--- src/design/three_wheel_odometry_core_macros.svh ---
// Assertion macros for the three-wheel odometry core.
// Used by the top level; no other dependencies.
`ifndef THREE_WHEEL_ODOMETRY_CORE_MACROS_SVH
`define THREE_WHEEL_ODOMETRY_CORE_MACROS_SVH
`ifndef SYNTH
`define ODO_ASSERT(lbl, clk, rst, prop) \
   lbl: assert property (@(posedge clk) disable iff (rst) prop) \
      else $error("odometry assertion failed");
`define ODO_ASSERT_NEXT(lbl, clk, rst, ante, cons) \
   lbl: assert property (@(posedge clk) disable iff (rst) (ante) |=> (cons)) \
      else $error("odometry assertion failed");
`else
`define ODO_ASSERT(lbl, clk, rst, prop)
`define ODO_ASSERT_NEXT(lbl, clk, rst, ante, cons)
`endif
`endif

--- src/design/tw_odo_pkg.sv ---
// Shared types, constants and the arctangent table of the odometry core.
// No dependencies.
package tw_odo_pkg;

   localparam int TRIG_ITERATIONS = 24;
   localparam logic [29:0] TURN_CONST = 30'd683565276;
   localparam logic signed [31:0] CORDIC_START = 32'sd652032874;
   localparam logic [31:0] SAT_MAX = 32'h7fff_ffff;
   localparam int DIVIDEND_W = 90;
   localparam int DIVISOR_W = 92;
   localparam int QUOT_W = 62;
   localparam int DIV_CNT_W = 6;
   localparam logic [DIV_CNT_W-1:0] BAM_BITS = 6'd62;
   localparam logic [DIV_CNT_W-1:0] CHORD_BITS = 6'd31;

   typedef enum logic [2:0] {
      REG_LEFT_SCALE, REG_RIGHT_SCALE, REG_MIDDLE_SCALE, REG_LEFT_OFFSET,
      REG_RIGHT_OFFSET, REG_MIDDLE_OFFSET, REG_INIT_POSITION, REG_INIT_HEADING
   } reg_index_type;

   typedef enum logic [4:0] {
      OP_NONE, OP_LOAD, OP_MUL_L, OP_MUL_R, OP_MUL_M, OP_NUM, OP_BAMMUL,
      OP_DIV_BAM, OP_HALF, OP_A1, OP_A2, OP_A3, OP_P1, OP_P2, OP_P3,
      OP_DIV_CH, OP_CHORD, OP_POS, OP_X1, OP_X2, OP_X3, OP_Y1, OP_Y2, OP_PUSH
   } op_type;

   typedef enum logic [4:0] {
      ST_IDLE, ST_MUL_L, ST_MUL_R, ST_MUL_M, ST_NUM, ST_BAMMUL, ST_DIV_BAM,
      ST_BAM_WAIT, ST_HALF, ST_HALF_WAIT, ST_A1, ST_A2, ST_A3, ST_P1, ST_P2,
      ST_P3, ST_DIV_CH, ST_CH_WAIT, ST_CHORD, ST_POS, ST_POS_WAIT, ST_X1,
      ST_X2, ST_X3, ST_Y1, ST_Y2, ST_PUSH
   } state_type;

   typedef struct packed {
      op_type op;
      logic   pass;
   } cmd_type;

   typedef struct packed {
      logic turn;
      logic div_busy;
      logic cordic_busy;
      logic out_free;
   } status_type;

   function automatic logic [31:0] atan_bam(input logic [4:0] idx);
      logic [31:0] v;
      case (idx)
         5'd0: v = 32'd536870912;
         5'd1: v = 32'd316933406;
         5'd2: v = 32'd167458907;
         5'd3: v = 32'd85004756;
         5'd4: v = 32'd42667331;
         5'd5: v = 32'd21354465;
         5'd6: v = 32'd10679838;
         5'd7: v = 32'd5340245;
         5'd8: v = 32'd2670163;
         5'd9: v = 32'd1335087;
         5'd10: v = 32'd667544;
         5'd11: v = 32'd333772;
         5'd12: v = 32'd166886;
         5'd13: v = 32'd83443;
         5'd14: v = 32'd41722;
         5'd15: v = 32'd20861;
         5'd16: v = 32'd10430;
         5'd17: v = 32'd5215;
         5'd18: v = 32'd2608;
         5'd19: v = 32'd1304;
         5'd20: v = 32'd652;
         5'd21: v = 32'd326;
         5'd22: v = 32'd163;
         5'd23: v = 32'd81;
         5'd24: v = 32'd41;
         5'd25: v = 32'd20;
         5'd26: v = 32'd10;
         5'd27: v = 32'd5;
         5'd28: v = 32'd3;
         5'd29: v = 32'd1;
         5'd30: v = 32'd1;
         default: v = 32'd0;
      endcase
      return v;
   endfunction

endpackage

--- src/design/tw_odo_ctrl.sv ---
// Sequencer of the odometry core: steps the datapath through one sample.
// Depends on tw_odo_pkg.
module tw_odo_ctrl (
   input  logic                   clock,
   input  logic                   reset,
   input  logic                   req_tvalid,
   output logic                   req_tready,
   input  tw_odo_pkg::status_type status,
   output tw_odo_pkg::cmd_type    cmd
);
   tw_odo_pkg::state_type state_ff, state_in;
   logic                  pass_ff, pass_in;

   always_comb begin
      state_in = state_ff;
      pass_in = pass_ff;
      req_tready = 1'b0;
      cmd.op = tw_odo_pkg::OP_NONE;
      cmd.pass = pass_ff;
      unique case (state_ff)
         tw_odo_pkg::ST_IDLE: begin
            req_tready = 1'b1;
            if (req_tvalid) begin
               cmd.op = tw_odo_pkg::OP_LOAD;
               state_in = tw_odo_pkg::ST_MUL_L;
            end
         end
         tw_odo_pkg::ST_MUL_L: begin
            cmd.op = tw_odo_pkg::OP_MUL_L;
            state_in = tw_odo_pkg::ST_MUL_R;
         end
         tw_odo_pkg::ST_MUL_R: begin
            cmd.op = tw_odo_pkg::OP_MUL_R;
            state_in = tw_odo_pkg::ST_MUL_M;
         end
         tw_odo_pkg::ST_MUL_M: begin
            cmd.op = tw_odo_pkg::OP_MUL_M;
            state_in = tw_odo_pkg::ST_NUM;
         end
         tw_odo_pkg::ST_NUM: begin
            cmd.op = tw_odo_pkg::OP_NUM;
            state_in = tw_odo_pkg::ST_BAMMUL;
         end
         tw_odo_pkg::ST_BAMMUL: begin
            cmd.op = tw_odo_pkg::OP_BAMMUL;
            pass_in = 1'b0;
            state_in = status.turn ? tw_odo_pkg::ST_DIV_BAM : tw_odo_pkg::ST_POS;
         end
         tw_odo_pkg::ST_DIV_BAM: begin
            cmd.op = tw_odo_pkg::OP_DIV_BAM;
            state_in = tw_odo_pkg::ST_BAM_WAIT;
         end
         tw_odo_pkg::ST_BAM_WAIT: begin
            if (!status.div_busy) begin
               state_in = tw_odo_pkg::ST_HALF;
            end
         end
         tw_odo_pkg::ST_HALF: begin
            cmd.op = tw_odo_pkg::OP_HALF;
            state_in = tw_odo_pkg::ST_HALF_WAIT;
         end
         tw_odo_pkg::ST_HALF_WAIT: begin
            if (!status.cordic_busy) begin
               state_in = tw_odo_pkg::ST_A1;
            end
         end
         tw_odo_pkg::ST_A1: begin
            cmd.op = tw_odo_pkg::OP_A1;
            state_in = tw_odo_pkg::ST_A2;
         end
         tw_odo_pkg::ST_A2: begin
            cmd.op = tw_odo_pkg::OP_A2;
            state_in = tw_odo_pkg::ST_A3;
         end
         tw_odo_pkg::ST_A3: begin
            cmd.op = tw_odo_pkg::OP_A3;
            state_in = tw_odo_pkg::ST_P1;
         end
         tw_odo_pkg::ST_P1: begin
            cmd.op = tw_odo_pkg::OP_P1;
            state_in = tw_odo_pkg::ST_P2;
         end
         tw_odo_pkg::ST_P2: begin
            cmd.op = tw_odo_pkg::OP_P2;
            state_in = tw_odo_pkg::ST_P3;
         end
         tw_odo_pkg::ST_P3: begin
            cmd.op = tw_odo_pkg::OP_P3;
            state_in = tw_odo_pkg::ST_DIV_CH;
         end
         tw_odo_pkg::ST_DIV_CH: begin
            cmd.op = tw_odo_pkg::OP_DIV_CH;
            state_in = tw_odo_pkg::ST_CH_WAIT;
         end
         tw_odo_pkg::ST_CH_WAIT: begin
            if (!status.div_busy) begin
               state_in = tw_odo_pkg::ST_CHORD;
            end
         end
         tw_odo_pkg::ST_CHORD: begin
            // forward chord first, then the sideways one
            cmd.op = tw_odo_pkg::OP_CHORD;
            pass_in = !pass_ff;
            state_in = pass_ff ? tw_odo_pkg::ST_POS : tw_odo_pkg::ST_A1;
         end
         tw_odo_pkg::ST_POS: begin
            cmd.op = tw_odo_pkg::OP_POS;
            state_in = tw_odo_pkg::ST_POS_WAIT;
         end
         tw_odo_pkg::ST_POS_WAIT: begin
            if (!status.cordic_busy) begin
               state_in = tw_odo_pkg::ST_X1;
            end
         end
         tw_odo_pkg::ST_X1: begin
            cmd.op = tw_odo_pkg::OP_X1;
            state_in = tw_odo_pkg::ST_X2;
         end
         tw_odo_pkg::ST_X2: begin
            cmd.op = tw_odo_pkg::OP_X2;
            state_in = tw_odo_pkg::ST_X3;
         end
         tw_odo_pkg::ST_X3: begin
            cmd.op = tw_odo_pkg::OP_X3;
            state_in = tw_odo_pkg::ST_Y1;
         end
         tw_odo_pkg::ST_Y1: begin
            cmd.op = tw_odo_pkg::OP_Y1;
            state_in = tw_odo_pkg::ST_Y2;
         end
         tw_odo_pkg::ST_Y2: begin
            cmd.op = tw_odo_pkg::OP_Y2;
            state_in = tw_odo_pkg::ST_PUSH;
         end
         tw_odo_pkg::ST_PUSH: begin
            if (status.out_free) begin
               cmd.op = tw_odo_pkg::OP_PUSH;
               state_in = tw_odo_pkg::ST_IDLE;
            end
         end
         default: state_in = tw_odo_pkg::ST_IDLE;
      endcase
   end

   always_ff @(posedge clock) begin
      if (reset) begin
         state_ff <= tw_odo_pkg::ST_IDLE;
         pass_ff <= 1'b0;
      end else begin
         state_ff <= state_in;
         pass_ff <= pass_in;
      end
   end
endmodule

--- config.mk ---
export PLATFORM = sky130hd
export DESIGN_NAME = tw_odo_ctrl
export DESIGN_NICKNAME = d
export VERILOG_FILES = /design/src/design/three_wheel_odometry_core_macros.svh /design/src/design/tw_odo_pkg.sv /design/src/design/tw_odo_ctrl.sv
export SDC_FILE = /design/constraint.sdc
export NUM_CORES = 1
export LEC_CHECK = 0
export BUFFER_PORTS_ARGS = -buffer_cell sky130_fd_sc_hd__buf_2
export CAP_MARGIN = 20
export CORE_ASPECT_RATIO = 1.1
export CORE_MARGIN = 4
export CORE_UTILIZATION = 32
export DETAILED_ROUTE_END_ITERATION = 12
export GPL_TIMING_DRIVEN = 0
export PLACE_DENSITY = 0.52
export SKIP_LAST_GASP = 1
export SLEW_MARGIN = 10
export SYNTH_ARGS = -nofsm -noshare
export SYNTH_HDL_FRONTEND = slang
export SYNTH_SLANG_ARGS = --single-unit
--- constraint.sdc ---
create_clock -name clock -period 1.41 [get_ports clock]
set_input_delay 0 -clock clock [delete_from_list [all_inputs] [get_ports clock]]
set_output_delay 0 -clock clock [all_outputs]
set_load 0.03 [all_outputs]
# == Word level (Yosys, flattened, before mapping) ==
# Index checks and enable logic that the tools add are counted.
# Widths: inputs -> output; s select.
# classes
eq_ne,32
muxes,14
reduce_logical,4
# ops
cell,count
$pmux 5 s27,1
$pmux 5 s23,1
$eq 5x5->1 const B,11
$mux 5,9
$eq 5x4->1 const B,8
$eq 5x3->1 const B,4
$ne 2x2->1 const B,6
$eq 5x2->1 const B,2
$reduce_and 6->1,1
$eq 5x1->1 const B,1
$logic_not 5->1,1
$mux 1,2
$pmux 1 s2,1
$reduce_bool 2->1,1
$logic_not 1->1,1
# totals
register_bits,6
inputBits,7
output_inout_bits,7
wordCells,52

# == Depth between registers and ports, before layout ==
# Gate-level depths: netlist of the first run.
# logic_depth
depth_word,3
mapped_depth,7

# == Worst setup path before layout of the first run ==
# No wires, ideal clock.
# synth_path
path_type,flip-flop to output port
start,reg state_ff[1]
end,out cmd[3] (netlist name)
t_arrival_ps,1594
t_required_ps,1410
slack_ps,-184
stages_incl_launch_ff,7
path_buffers,1
cell_sequence,dfxtp_1 > buf_2 > inv_1 > mux2_2 > nor2_1 > a31oi_1 > a21oi_1
# synth_lines
element,line,source
start: declaration,tw_odo_ctrl.sv:11,"tw_odo_pkg::state_type state_ff, state_in;"
start signal: assignment,tw_odo_ctrl.sv:147,state_ff <= tw_odo_pkg::ST_IDLE;
start signal: assignment,tw_odo_ctrl.sv:150,state_ff <= state_in;
end: declaration,tw_odo_ctrl.sv:9,output tw_odo_pkg::cmd_type cmd

# == Final worst setup path of the first run ==
# layout_path
start,reg state_ff[1]
end,reg state_ff[4]
# layout_via
elab_chain_len,3
# layout_lines
element,line,source
$eq 5x3->1 (tied with other cells),tw_odo_ctrl.sv:20,unique case (state_ff)
$ne 2x2->1 (no source line),--,
$reduce_and 6->1 (no source line),--,
# Parallel ways exist; a longest one is shown, timed or not.
# A chain may end at the register's enable or synchronous reset.

==> impl_results.html, run 1 <==
<table>
<tr><th>Metric</th><th>Value</th></tr>
<tr><th colspan="2">Logic synthesis</th></tr>
<tr><td>Main combinational cell family by area after synthesis</td><td>compound AO/OA/AOI/OAI gates</td></tr>
<tr><td>Synthesized area</td><td>roughly 750 um^2</td></tr>
<tr><td>Area fraction in compound gates after synthesis</td><td>0.401</td></tr>
<tr><td>Number of enable flip-flop cells after synthesis</td><td>0</td></tr>
<tr><td>Share of synthesized flip-flops with an asynchronous set or reset</td><td>0</td></tr>
<tr><td>Arithmetic-cell share of the synthesized area counting full adders, half adders and majority gates</td><td>0</td></tr>
<tr><td>Flop and latch count out of synthesis</td><td>6</td></tr>
<tr><td>Area share of and/or/nand/nor cells after synthesis</td><td>0.318</td></tr>
<tr><td>Synthesized net count</td><td>between 100 and 150</td></tr>
<tr><td>Share of the synthesized netlist area taken by xor and xnor gates</td><td>0.0116</td></tr>
<tr><td>Per-instance average area after synthesis</td><td>roughly 6.8 um^2</td></tr>
<tr><td>Total number of yosys warnings</td><td>0</td></tr>
<tr><td>Mux cell area share after synthesis</td><td>0.0150</td></tr>
<tr><td>Gate count after technology mapping</td><td>110</td></tr>
<tr><td>Share of synthesized area occupied by flip-flops and latches</td><td>0.160</td></tr>
<tr><td>Top flip-flop cell by instance count after synthesis</td><td>sky130_fd_sc_hd__dfxtp_1</td></tr>
<tr><td>Post-synthesis cell type count</td><td>43</td></tr>
<tr><th colspan="2">Timing</th></tr>
<tr><td>Post-route clock period utilization</td><td>1.14</td></tr>
<tr><td>Post-route setup slack</td><td>-0.196 ns</td></tr>
<tr><td>Highest attainable clock frequency</td><td>623 MHz</td></tr>
<tr><td>Worst hold margin</td><td>0.0486 ns</td></tr>
<tr><td>Post-layout min period</td><td>around 1.6 ns</td></tr>
<tr><td>Endpoints failing hold</td><td>0</td></tr>
<tr><td>Unrepaired setup endpoints after global routing</td><td>yes</td></tr>
<tr><td>Worst-case clock skew</td><td>~0.0032 ns</td></tr>
<tr><td>Final Max Slew Viols</td><td>0</td></tr>
<tr><td>Worst slew pin tran</td><td>roughly 0.32 ns</td></tr>
<tr><td>Max-slew headroom at the worst pin</td><td>0.784</td></tr>
<tr><td>Finish-stage setup viols</td><td>10</td></tr>
<tr><th colspan="2">Pwr</th></tr>
<tr><td>Switching power summed over all nets</td><td>1.33 mW</td></tr>
<tr><td>Sequential fraction of design power</td><td>0.113</td></tr>
<tr><td>P per Cell Area</td><td>1980 nW/um^2</td></tr>
<tr><td>Proportion of total power due to net switching</td><td>0.507</td></tr>
<tr><td>Total leakage power</td><td>about 0.54 nW</td></tr>
<tr><td>Part of the power in the clock network</td><td>0.061</td></tr>
<tr><td>Internal</td><td>1.30 mW</td></tr>
<tr><td>Maximum VDD drop</td><td>between 1000 and 1500 uV</td></tr>
<tr><td>Logic pwr share</td><td>0.826</td></tr>
<tr><th colspan="2">Finish</th></tr>
<tr><td>Relative area change from synthesis to final layout</td><td>76.5%</td></tr>
<tr><td>Layout cell share with drive strength beyond 1</td><td>0.610</td></tr>
<tr><td>N_diodes</td><td>0</td></tr>
<tr><td>Finished Core Util</td><td>0.589</td></tr>
<tr><td>Final Instance Area</td><td>1330 um^2</td></tr>
<tr><td>Fin nets</td><td>150</td></tr>
<tr><th colspan="2">Clock network</th></tr>
<tr><td>Deepest clock path buffer count</td><td>2</td></tr>
<tr><td>Clock Root Buffer</td><td>sky130_fd_sc_hd__clkbuf_4</td></tr>
<tr><td>Number of sinks handled by clock tree synthesis</td><td>6</td></tr>
<tr><td>Clk pin slew, worst setup/hold paths</td><td>~0.050 ns</td></tr>
<tr><td>Clock tree from TritonCTS</td><td>built</td></tr>
<tr><td>Clock network latency to the later pin of the worst-skew pair</td><td>around 0.24 ns</td></tr>
<tr><td>Number of buffers inserted for hold repair after clock tree synthesis</td><td>0</td></tr>
<tr><td>H-tree levels</td><td>1</td></tr>
<tr><td>CTS buffer count</td><td>3</td></tr>
<tr><th colspan="2">Drt</th></tr>
<tr><td>DRC Markers</td><td>0</td></tr>
<tr><td>Total number of vias</td><td>1,047</td></tr>
<tr><td>DR pass1 iterations</td><td>4</td></tr>
<tr><td>Total Wirelength</td><td>about 3200 um</td></tr>
<tr><td>Iteration-0 DRC count of the detailed router</td><td>27</td></tr>
<tr><td>Mean routed wirelength per cell</td><td>about 19 um</td></tr>
<tr><td>Number of routed nets with antenna violations</td><td>0</td></tr>
<tr><td>Via-to-Cell Ratio</td><td>slightly above 6</td></tr>
<tr><th colspan="2">Worst setup path</th></tr>
<tr><td>Kind of launch point of the worst setup path</td><td>flop</td></tr>
<tr><td>Element type at the critical path end</td><td>flop</td></tr>
<tr><td>Crit path required time</td><td>between 1.5 and 2 ns</td></tr>
<tr><td>Worst-path maximum fanout</td><td>5</td></tr>
<tr><td>Endpoint arrival time on the critical path</td><td>around 1.8 ns</td></tr>
<tr><td>Critical setup path kind</td><td>reg -&gt; reg</td></tr>
<tr><th colspan="2">Placed design</th></tr>
<tr><td>Area of placed instances</td><td>roughly 910 um^2</td></tr>
<tr><td>Number of port buffers</td><td>13</td></tr>
<tr><td>Final Wtd Congestion</td><td>slightly below 0.9</td></tr>
<tr><td>Final HPWL from detailed placement</td><td>1720 um</td></tr>
<tr><th colspan="2">Outcome</th></tr>
<tr><td>Status</td><td>finished with violations</td></tr>
<tr><td>Violated checks</td><td>setup timing</td></tr>
<tr><th colspan="2">Min path</th></tr>
<tr><td>Path category of the worst min-delay check</td><td>in -&gt; reg</td></tr>
<tr><th colspan="2">GRT</th></tr>
<tr><td>Initial antenna violation count</td><td>0</td></tr>
<tr><td>Total gr overflow</td><td>0</td></tr>
<tr><td>Via count of the first global-routing pass</td><td>just over 1,000</td></tr>
<tr><td>Global-route wire length before repair</td><td>roughly 5000 um</td></tr>
<tr><td>Pin count of the biggest net entering global routing</td><td>11</td></tr>
<tr><td>Aggregate global-route resource usage</td><td>0.208</td></tr>
<tr><th colspan="2">Floorplan</th></tr>
<tr><td>Starting Density</td><td>0.334</td></tr>
<tr><td>Standard-cell rows</td><td>18</td></tr>
<tr><td>Top-level port count</td><td>14</td></tr>
<tr><td>Die Width</td><td>around 54 um</td></tr>
<tr><td>Placeable core area</td><td>2250 um^2</td></tr>
<tr><td>Die Ht</td><td>approximately 60 um</td></tr>
<tr><td>Total die area</td><td>about 3200 um^2</td></tr>
<tr><th colspan="2">Run</th></tr>
<tr><td>Max_cap viols</td><td>0</td></tr>
</table>
## per-stage QoR
step / TNS (ns) / setup WS (ns) / std cells / power, mW
after floorplan: -0.398 / -0.0938 / 110 / 1.37
after global placement: -2.30 / -0.291 / 153 / 1.68
after detailed placement: -2.36 / -0.309 / 153 / 1.68
after CTS: -1.18 / -0.177 / 169 / 2.39
after global routing: -1.92 / -0.247 / 171 / 2.76
final: -1.43 / -0.196 / 171 / 2.63
## registers in the layout, indices dropped and copies added, names as in the netlist
name	flops
state_ff	5
pass_ff	1
## logic make-up (layout without fill, tap and decap cells)
logic type | after synthesis | count (layout)
flops | 6 | 6
buf+inv | 16 | 46
xor+xnor | 1 | 1
compound gates | 45 | 45
simple gates | 41 | 42
mux | 1 | 1
## layout make-up
cell class	count	area, um^2
fillers	204	925
clock buffers	3	22.5
well taps	30	37.5
repair buffers	28	210
multi-input cells	89	773
inverters	4	22.5
flip-flops and latches	6	134
plain buffers	11	128
## critical path, cell delays in order, from the launching register on
cell	delay, ns
sky130_fd_sc_hd__dfxtp_2	0.32
sky130_fd_sc_hd__buf_6	0.12
sky130_fd_sc_hd__and3b_1	0.17
sky130_fd_sc_hd__o211a_1	0.23
sky130_fd_sc_hd__a31o_4	0.24
sky130_fd_sc_hd__or2_4	0.26
sky130_fd_sc_hd__a211oi_2	0.18
## cell usage after synthesis, types with 2 or more instances
cell type                  count  share of area
sky130_fd_sc_hd__dfxtp_1       6           0.16
sky130_fd_sc_hd__o21ai_0       8          0.053
sky130_fd_sc_hd__nor2_1        9          0.045
sky130_fd_sc_hd__nor2b_1       4          0.033
sky130_fd_sc_hd__nand2b_1      2          0.017
sky130_fd_sc_hd__buf_2         6          0.040
sky130_fd_sc_hd__a31oi_1       3          0.025
sky130_fd_sc_hd__nor4b_1       2          0.023
sky130_fd_sc_hd__a221oi_1      2          0.023
sky130_fd_sc_hd__a21oi_1      11          0.073
sky130_fd_sc_hd__a21o_1        2          0.020
sky130_fd_sc_hd__nand2_1       7          0.035
sky130_fd_sc_hd__clkbuf_1      4          0.020
sky130_fd_sc_hd__a211oi_1      7          0.070
sky130_fd_sc_hd__nor3_1        4          0.027
sky130_fd_sc_hd__o21ai_1       2          0.013
sky130_fd_sc_hd__nor3b_1       2          0.020
sky130_fd_sc_hd__inv_1         3          0.015
sky130_fd_sc_hd__o31ai_1       2          0.020
## power by group through the flow
stage | sequential, mW | combinational [mW] | clock (mW)
after global placement | 0.261 | 1.42 | 0
after detailed placement | 0.264 | 1.42 | 0
after floorplan | 0.249 | 1.12 | 0
after global routing | 0.306 | 2.28 | 0.169
final | 0.298 | 2.17 | 0.159
after CTS | 0.294 | 1.94 | 0.158
## timing repair
item,CTS,global route
setup buffers,10,2
pin swaps,9,8
cloned,4,0
resized for setup,54,21
endpoints found under the setup margin,12,12
## path summary, 6_finish.rpt
kind | endpoint | start | slack [ns] | depth (start not counted)
max | state_ff[4] | state_ff[1] | -0.20 | 6
min reg2reg | pass_ff | pass_ff | 0.62 | 2
min | state_ff[3] | reset | 0.05 | 2
max reg2reg | state_ff[4] | state_ff[1] | -0.20 | 6
## cell usage in the layout (no fill, tap or decap), types with 2 or more instances in the layout
master and count:
sky130_fd_sc_hd__buf_4 14, sky130_fd_sc_hd__buf_2 11, sky130_fd_sc_hd__a21oi_1 9, sky130_fd_sc_hd__buf_6 8, sky130_fd_sc_hd__nor2_1 7, sky130_fd_sc_hd__o21ai_0 6, sky130_fd_sc_hd__clkbuf_4 5, sky130_fd_sc_hd__a211oi_2 5
sky130_fd_sc_hd__nor2b_4 4, sky130_fd_sc_hd__nand2_1 4, sky130_fd_sc_hd__nor3_1 3, sky130_fd_sc_hd__o21ai_2 3, sky130_fd_sc_hd__dfxtp_4 3, sky130_fd_sc_hd__clkbuf_8 2, sky130_fd_sc_hd__a21o_1 2, sky130_fd_sc_hd__clkinvlp_4 2
sky130_fd_sc_hd__a31oi_1 2, sky130_fd_sc_hd__nand2_4 2, sky130_fd_sc_hd__a211oi_1 2, sky130_fd_sc_hd__a21oi_2 2, sky130_fd_sc_hd__a221oi_2 2, sky130_fd_sc_hd__nor4b_2 2, sky130_fd_sc_hd__dfxtp_2 2
## layer usage
metal  GRT usage  wire length [um]
met1       0.282              1330
met2       0.345              1610
met3      0.0127               164
met4      0.0676               108
met5           0                 0
No activity file was read; power rests on OpenSTA's default activity.
==> run 2: changes to the inputs <==
- ABC_AREA: unset -> 1
- CTS_CLUSTER_DIAMETER: unset -> 40
- PLACE_DENSITY: 0.52 -> 0.51
- SLEW_MARGIN: 10 -> unset
==> run 2 against run 1 <==
  * Sequential share of layout area decreased by 0.14 points
  * Sequential power increased by 13%
  * Core utilization fell by 0.40 points
  * The flow still finishes with violations (setup timing)
  * Clock power is 5% higher
  * Highest routed layer unchanged
==> impl_results.html, run 2 <==
<table>
<tr><th>Metric</th><th>Value</th></tr>
<tr><th colspan="2">Clock network</th></tr>
<tr><td>Clock tree from TritonCTS</td><td>built</td></tr>
<tr><td>Clk pin slew, worst setup/hold paths</td><td>0.05 ns</td></tr>
<tr><td>Deepest clock path buffer count</td><td>2</td></tr>
<tr><td>H-tree levels</td><td>1</td></tr>
<tr><td>Clock network latency to the later pin of the worst-skew pair</td><td>~0.25 ns</td></tr>
<tr><td>Clock Root Buffer</td><td>sky130_fd_sc_hd__clkbuf_4</td></tr>
<tr><td>CTS buffer count</td><td>3</td></tr>
<tr><td>Number of sinks handled by clock tree synthesis</td><td>6</td></tr>
<tr><th colspan="2">Finish</th></tr>
<tr><td>N_diodes</td><td>0</td></tr>
<tr><td>Most common library cell in the layout ignoring fill and taps</td><td>sky130_fd_sc_hd__nand2_1</td></tr>
<tr><td>Relative area change from synthesis to final layout</td><td>68.1%</td></tr>
<tr><td>Largest registers</td><td>state_ff: 5 flops, pass_ff: 1 flops</td></tr>
<tr><td>Register with the most flip-flops</td><td>state_ff</td></tr>
<tr><td>Fin nets</td><td>195</td></tr>
<tr><td>Layout cell share with drive strength beyond 1</td><td>0.532</td></tr>
<tr><td>Final cell count without fillers</td><td>216</td></tr>
<tr><td>Flip-flop count of the largest register, all copies and words added</td><td>5</td></tr>
<tr><td>Most used cells in the layout excluding fill and tap cells</td><td>33 x sky130_fd_sc_hd__nand2_1, 19 x sky130_fd_sc_hd__nor2_1, 17 x sky130_fd_sc_hd__nand3_1</td></tr>
<tr><th colspan="2">Logic synthesis</th></tr>
<tr><td>Top flip-flop cell by instance count after synthesis</td><td>sky130_fd_sc_hd__dfxtp_1</td></tr>
<tr><td>Synthesized net count</td><td>roughly 160</td></tr>
<tr><td>Most area-hungry cell type in the Yosys netlist</td><td>sky130_fd_sc_hd__nand2_1</td></tr>
<tr><td>Top cell types by occurrence after synthesis</td><td>46 x sky130_fd_sc_hd__nand2_1, 22 x sky130_fd_sc_hd__nand3_1, 22 x sky130_fd_sc_hd__nor2_1</td></tr>
<tr><td>Share of synthesized area occupied by flip-flops and latches</td><td>0.147</td></tr>
<tr><td>Number of enable flip-flop cells after synthesis</td><td>0</td></tr>
<tr><td>Top-count cell post-synth</td><td>sky130_fd_sc_hd__nand2_1</td></tr>
<tr><td>Post-synthesis cell type count</td><td>21</td></tr>
<tr><td>Share of Yosys cell area claimed by the top area cell type</td><td>0.212</td></tr>
<tr><td>Gate count after technology mapping</td><td>150</td></tr>
<tr><td>Share of synthesized flip-flops with an asynchronous set or reset</td><td>0</td></tr>
<tr><td>Per-instance average area after synthesis</td><td>~5.4 um^2</td></tr>
<tr><td>Total number of yosys warnings</td><td>0</td></tr>
<tr><td>Flop and latch count out of synthesis</td><td>6</td></tr>
<tr><td>Synthesized area</td><td>between 800 and 900 um^2</td></tr>
<tr><td>Top cells by area in the synthesized netlist</td><td>sky130_fd_sc_hd__nand2_1 21%, sky130_fd_sc_hd__dfxtp_1 15%, sky130_fd_sc_hd__nand3_1 13%, sky130_fd_sc_hd__nor2_1 10%, sky130_fd_sc_hd__nand3_2 7.4%</td></tr>
<tr><th colspan="2">Outcome</th></tr>
<tr><td>Violated checks</td><td>setup timing</td></tr>
<tr><td>Status</td><td>finished with violations</td></tr>
<tr><th colspan="2">Pwr</th></tr>
<tr><td>Sequential fraction of design power</td><td>0.169</td></tr>
<tr><td>Switching power summed over all nets</td><td>a little over 1 mW</td></tr>
<tr><td>Internal</td><td>roughly 0.95 mW</td></tr>
<tr><td>Logic pwr share</td><td>0.747</td></tr>
<tr><td>Maximum VDD drop</td><td>~1100 uV</td></tr>
<tr><td>Total leakage power</td><td>about 0.65 nW</td></tr>
<tr><td>P per Cell Area</td><td>around 1400 nW/um^2</td></tr>
<tr><td>Part of the power in the clock network</td><td>0.084</td></tr>
<tr><td>Proportion of total power due to net switching</td><td>0.523</td></tr>
<tr><th colspan="2">Drt</th></tr>
<tr><td>Total number of vias</td><td>1,199</td></tr>
<tr><td>Iteration-0 DRC count of the detailed router</td><td>46</td></tr>
<tr><td>Mean routed wirelength per cell</td><td>14.5 um</td></tr>
<tr><td>Via-to-Cell Ratio</td><td>5.55</td></tr>
<tr><td>Total Wirelength</td><td>between 3000 and 4000 um</td></tr>
<tr><td>Number of routed nets with antenna violations</td><td>0</td></tr>
<tr><td>DR pass1 iterations</td><td>4</td></tr>
<tr><td>DRC Markers</td><td>0</td></tr>
<tr><th colspan="2">Timing</th></tr>
<tr><td>Worst slew pin tran</td><td>0.246 ns</td></tr>
<tr><td>Post-layout min period</td><td>1.53 ns</td></tr>
<tr><td>Highest attainable clock frequency</td><td>approximately 650 MHz</td></tr>
<tr><td>Final Max Slew Viols</td><td>0</td></tr>
<tr><td>Worst-case clock skew</td><td>around 0.0087 ns</td></tr>
<tr><td>Post-route setup slack</td><td>-0.121 ns</td></tr>
<tr><td>Post-route clock period utilization</td><td>1.09</td></tr>
<tr><td>Endpoints failing hold</td><td>0</td></tr>
<tr><td>Finish-stage setup viols</td><td>10</td></tr>
<tr><td>Unrepaired setup endpoints after global routing</td><td>yes</td></tr>
<tr><td>Max-slew headroom at the worst pin</td><td>0.835</td></tr>
<tr><th colspan="2">GRT</th></tr>
<tr><td>Pin count of the biggest net entering global routing</td><td>11</td></tr>
<tr><td>Total gr overflow</td><td>0</td></tr>
<tr><td>Initial antenna violation count</td><td>0</td></tr>
<tr><td>Gr busiest metal</td><td>met2</td></tr>
<tr><td>Met3 GRT Util</td><td>0.0468</td></tr>
<tr><td>Via count of the first global-routing pass</td><td>~1,100</td></tr>
<tr><td>Aggregate global-route resource usage</td><td>0.177</td></tr>
<tr><td>Met1 track demand over resource in global routing</td><td>0.193</td></tr>
<tr><td>Global-route wire length before repair</td><td>approximately 4700 um</td></tr>
<tr><td>Global Route met2 Usage</td><td>0.322</td></tr>
<tr><th colspan="2">Placed design</th></tr>
<tr><td>Final Wtd Congestion</td><td>between 0.8 and 0.9</td></tr>
<tr><td>Final HPWL from detailed placement</td><td>roughly 2000 um</td></tr>
<tr><td>Pre-CTS setup slack</td><td>-0.104 ns</td></tr>
<tr><td>Cell count after placement</td><td>~190</td></tr>
<tr><td>Number of port buffers</td><td>13</td></tr>
<tr><th colspan="2">Worst setup path</th></tr>
<tr><td>Worst-path maximum fanout</td><td>7</td></tr>
<tr><td>Critical path buffer and inverter count</td><td>3</td></tr>
<tr><td>Crit path required time</td><td>roughly 1.4 ns</td></tr>
<tr><td>Slowest cell on the critical path</td><td>sky130_fd_sc_hd__dfxtp_4</td></tr>
<tr><td>Critical setup path kind</td><td>reg -&gt; out</td></tr>
<tr><td>Element type at the critical path end</td><td>output pin</td></tr>
<tr><td>Cell breakdown of the critical path</td><td>inv_6 &gt; nor2_4 &gt; nand4_1 &gt; buf_4 &gt; nand4_1 &gt; buf_6</td></tr>
<tr><td>Worst path top cell family by delay</td><td>simple AND/OR/NAND/NOR gates</td></tr>
<tr><td>Most frequent cell on the critical path</td><td>sky130_fd_sc_hd__nand4_1</td></tr>
<tr><td>Endpoint arrival time on the critical path</td><td>about 1.5 ns</td></tr>
<tr><td>Longest individual stage delay on the worst path</td><td>0.41 ns</td></tr>
<tr><td>Kind of launch point of the worst setup path</td><td>flop</td></tr>
<tr><td>Launching instance or port of the critical path</td><td>state_ff[1]</td></tr>
<tr><td>Origin of the critical flop-to-flop path</td><td>state_ff[2]</td></tr>
<tr><th colspan="2">Floorplan</th></tr>
<tr><td>Placeable core area</td><td>2340 um^2</td></tr>
<tr><td>Standard-cell rows</td><td>18</td></tr>
<tr><td>Top-level port count</td><td>14</td></tr>
<tr><td>Die Ht</td><td>61.0 um</td></tr>
<tr><td>Total die area</td><td>roughly 3400 um^2</td></tr>
<tr><td>Die Width</td><td>approximately 56 um</td></tr>
<tr><td>Starting Density</td><td>0.348</td></tr>
<tr><th colspan="2">Min path</th></tr>
<tr><td>Critical hold path startpoint</td><td>status[3]</td></tr>
<tr><td>Path category of the worst min-delay check</td><td>in -&gt; reg</td></tr>
<tr><th colspan="2">Run</th></tr>
<tr><td>Max_cap viols</td><td>0</td></tr>
</table>
[run 2: changes by cell type after synthesis, moves of 6 or more]
cell / previous run / this run
sky130_fd_sc_hd__a211oi_1: 7 / 1
sky130_fd_sc_hd__inv_1: 3 / 10
sky130_fd_sc_hd__nand2_1: 7 / 46
sky130_fd_sc_hd__nand3_1: 1 / 22
sky130_fd_sc_hd__nand3_2: 0 / 6
sky130_fd_sc_hd__nor2_1: 9 / 22
sky130_fd_sc_hd__nor2_2: 0 / 7
sky130_fd_sc_hd__o21ai_0: 8 / 1
[run 2: worst reg2reg max path, stage by stage (launching register included)]
cell and delay [ns]:
sky130_fd_sc_hd__dfxtp_4 0.43, sky130_fd_sc_hd__inv_6 0.06, sky130_fd_sc_hd__nor2_4 0.23, sky130_fd_sc_hd__nand3_2 0.13, sky130_fd_sc_hd__nand2_2 0.07, sky130_fd_sc_hd__nand2_2 0.06, sky130_fd_sc_hd__nand3_4 0.13, sky130_fd_sc_hd__buf_6 0.12
sky130_fd_sc_hd__nand2_1 0.04, sky130_fd_sc_hd__a21oi_1 0.11
[run 2: layout make-up]
| class | count | area, um^2 |
|---|---|---|
| Sequential cell | 6 | 136 |
| Timing Repair Buffer | 35 | 299 |
| Inverter | 13 | 63.8 |
| Clock buffer | 3 | 22.5 |
| Tap cell | 30 | 37.5 |
| Buffer | 3 | 33.8 |
| Fill cell | 225 | 971 |
| Multi-Input combinational cell | 126 | 778 |
[run 2: path summary, 6_finish.rpt]
check | endpoint | slack [ns] | cells after the start
max reg2reg | state_ff[2] | -0.05 | 9
max | cmd[2] | -0.12 | 6
min reg2reg | pass_ff | 0.50 | 2
min | state_ff[2] | 0.16 | 5
[run 2: timing repair]
action,CTS,global route
hold buffers,1,0
gates resized for setup,53,32
setup endpoints to repair,10,10
endpoints found under the hold margin,3,0
pin swaps,17,23
setup buffers,12,9
[run 2: cells by family after synthesis]
logic type | share of synthesized area
buf+inv | 0.112
flops | 0.147
compound gates | 0.0951
simple gates | 0.646
[run 2: power by group through the flow]
stage	Sequential [mW]	Clock, mW	Combinational (mW)
6_report	0.336	0.167	1.48
5_1_grt	0.344	0.185	1.57
4_1_cts	0.281	0.167	1.32
3_5_place_dp	0.248	0	0.928
3_3_place_gp	0.247	0	0.941
2_1_floorplan	0.240	0	0.706
[run 2: stage by stage]
stage	setup TNS (ns)	cell area, um^2	power, mW	util	hold WS [ns]
CTS	-0.416	1220	1.77	0.520	0.154
global placement	-0.526	918	1.19	0.392	0.251
finish	-0.657	1370	1.99	0.585	0.163
detailed placement	-0.505	918	1.18	0.392	0.262
global route	-1.39	1370	2.10	0.585	0.207
floorplan	0	816	0.946	-	0.0691
[run 2: layer usage]
layer	up-vias	share of wire
met2	63	0.50
met5	-	0
met3	14	0.081
li1	568	-
met4	0	0.039
met1	554	0.38
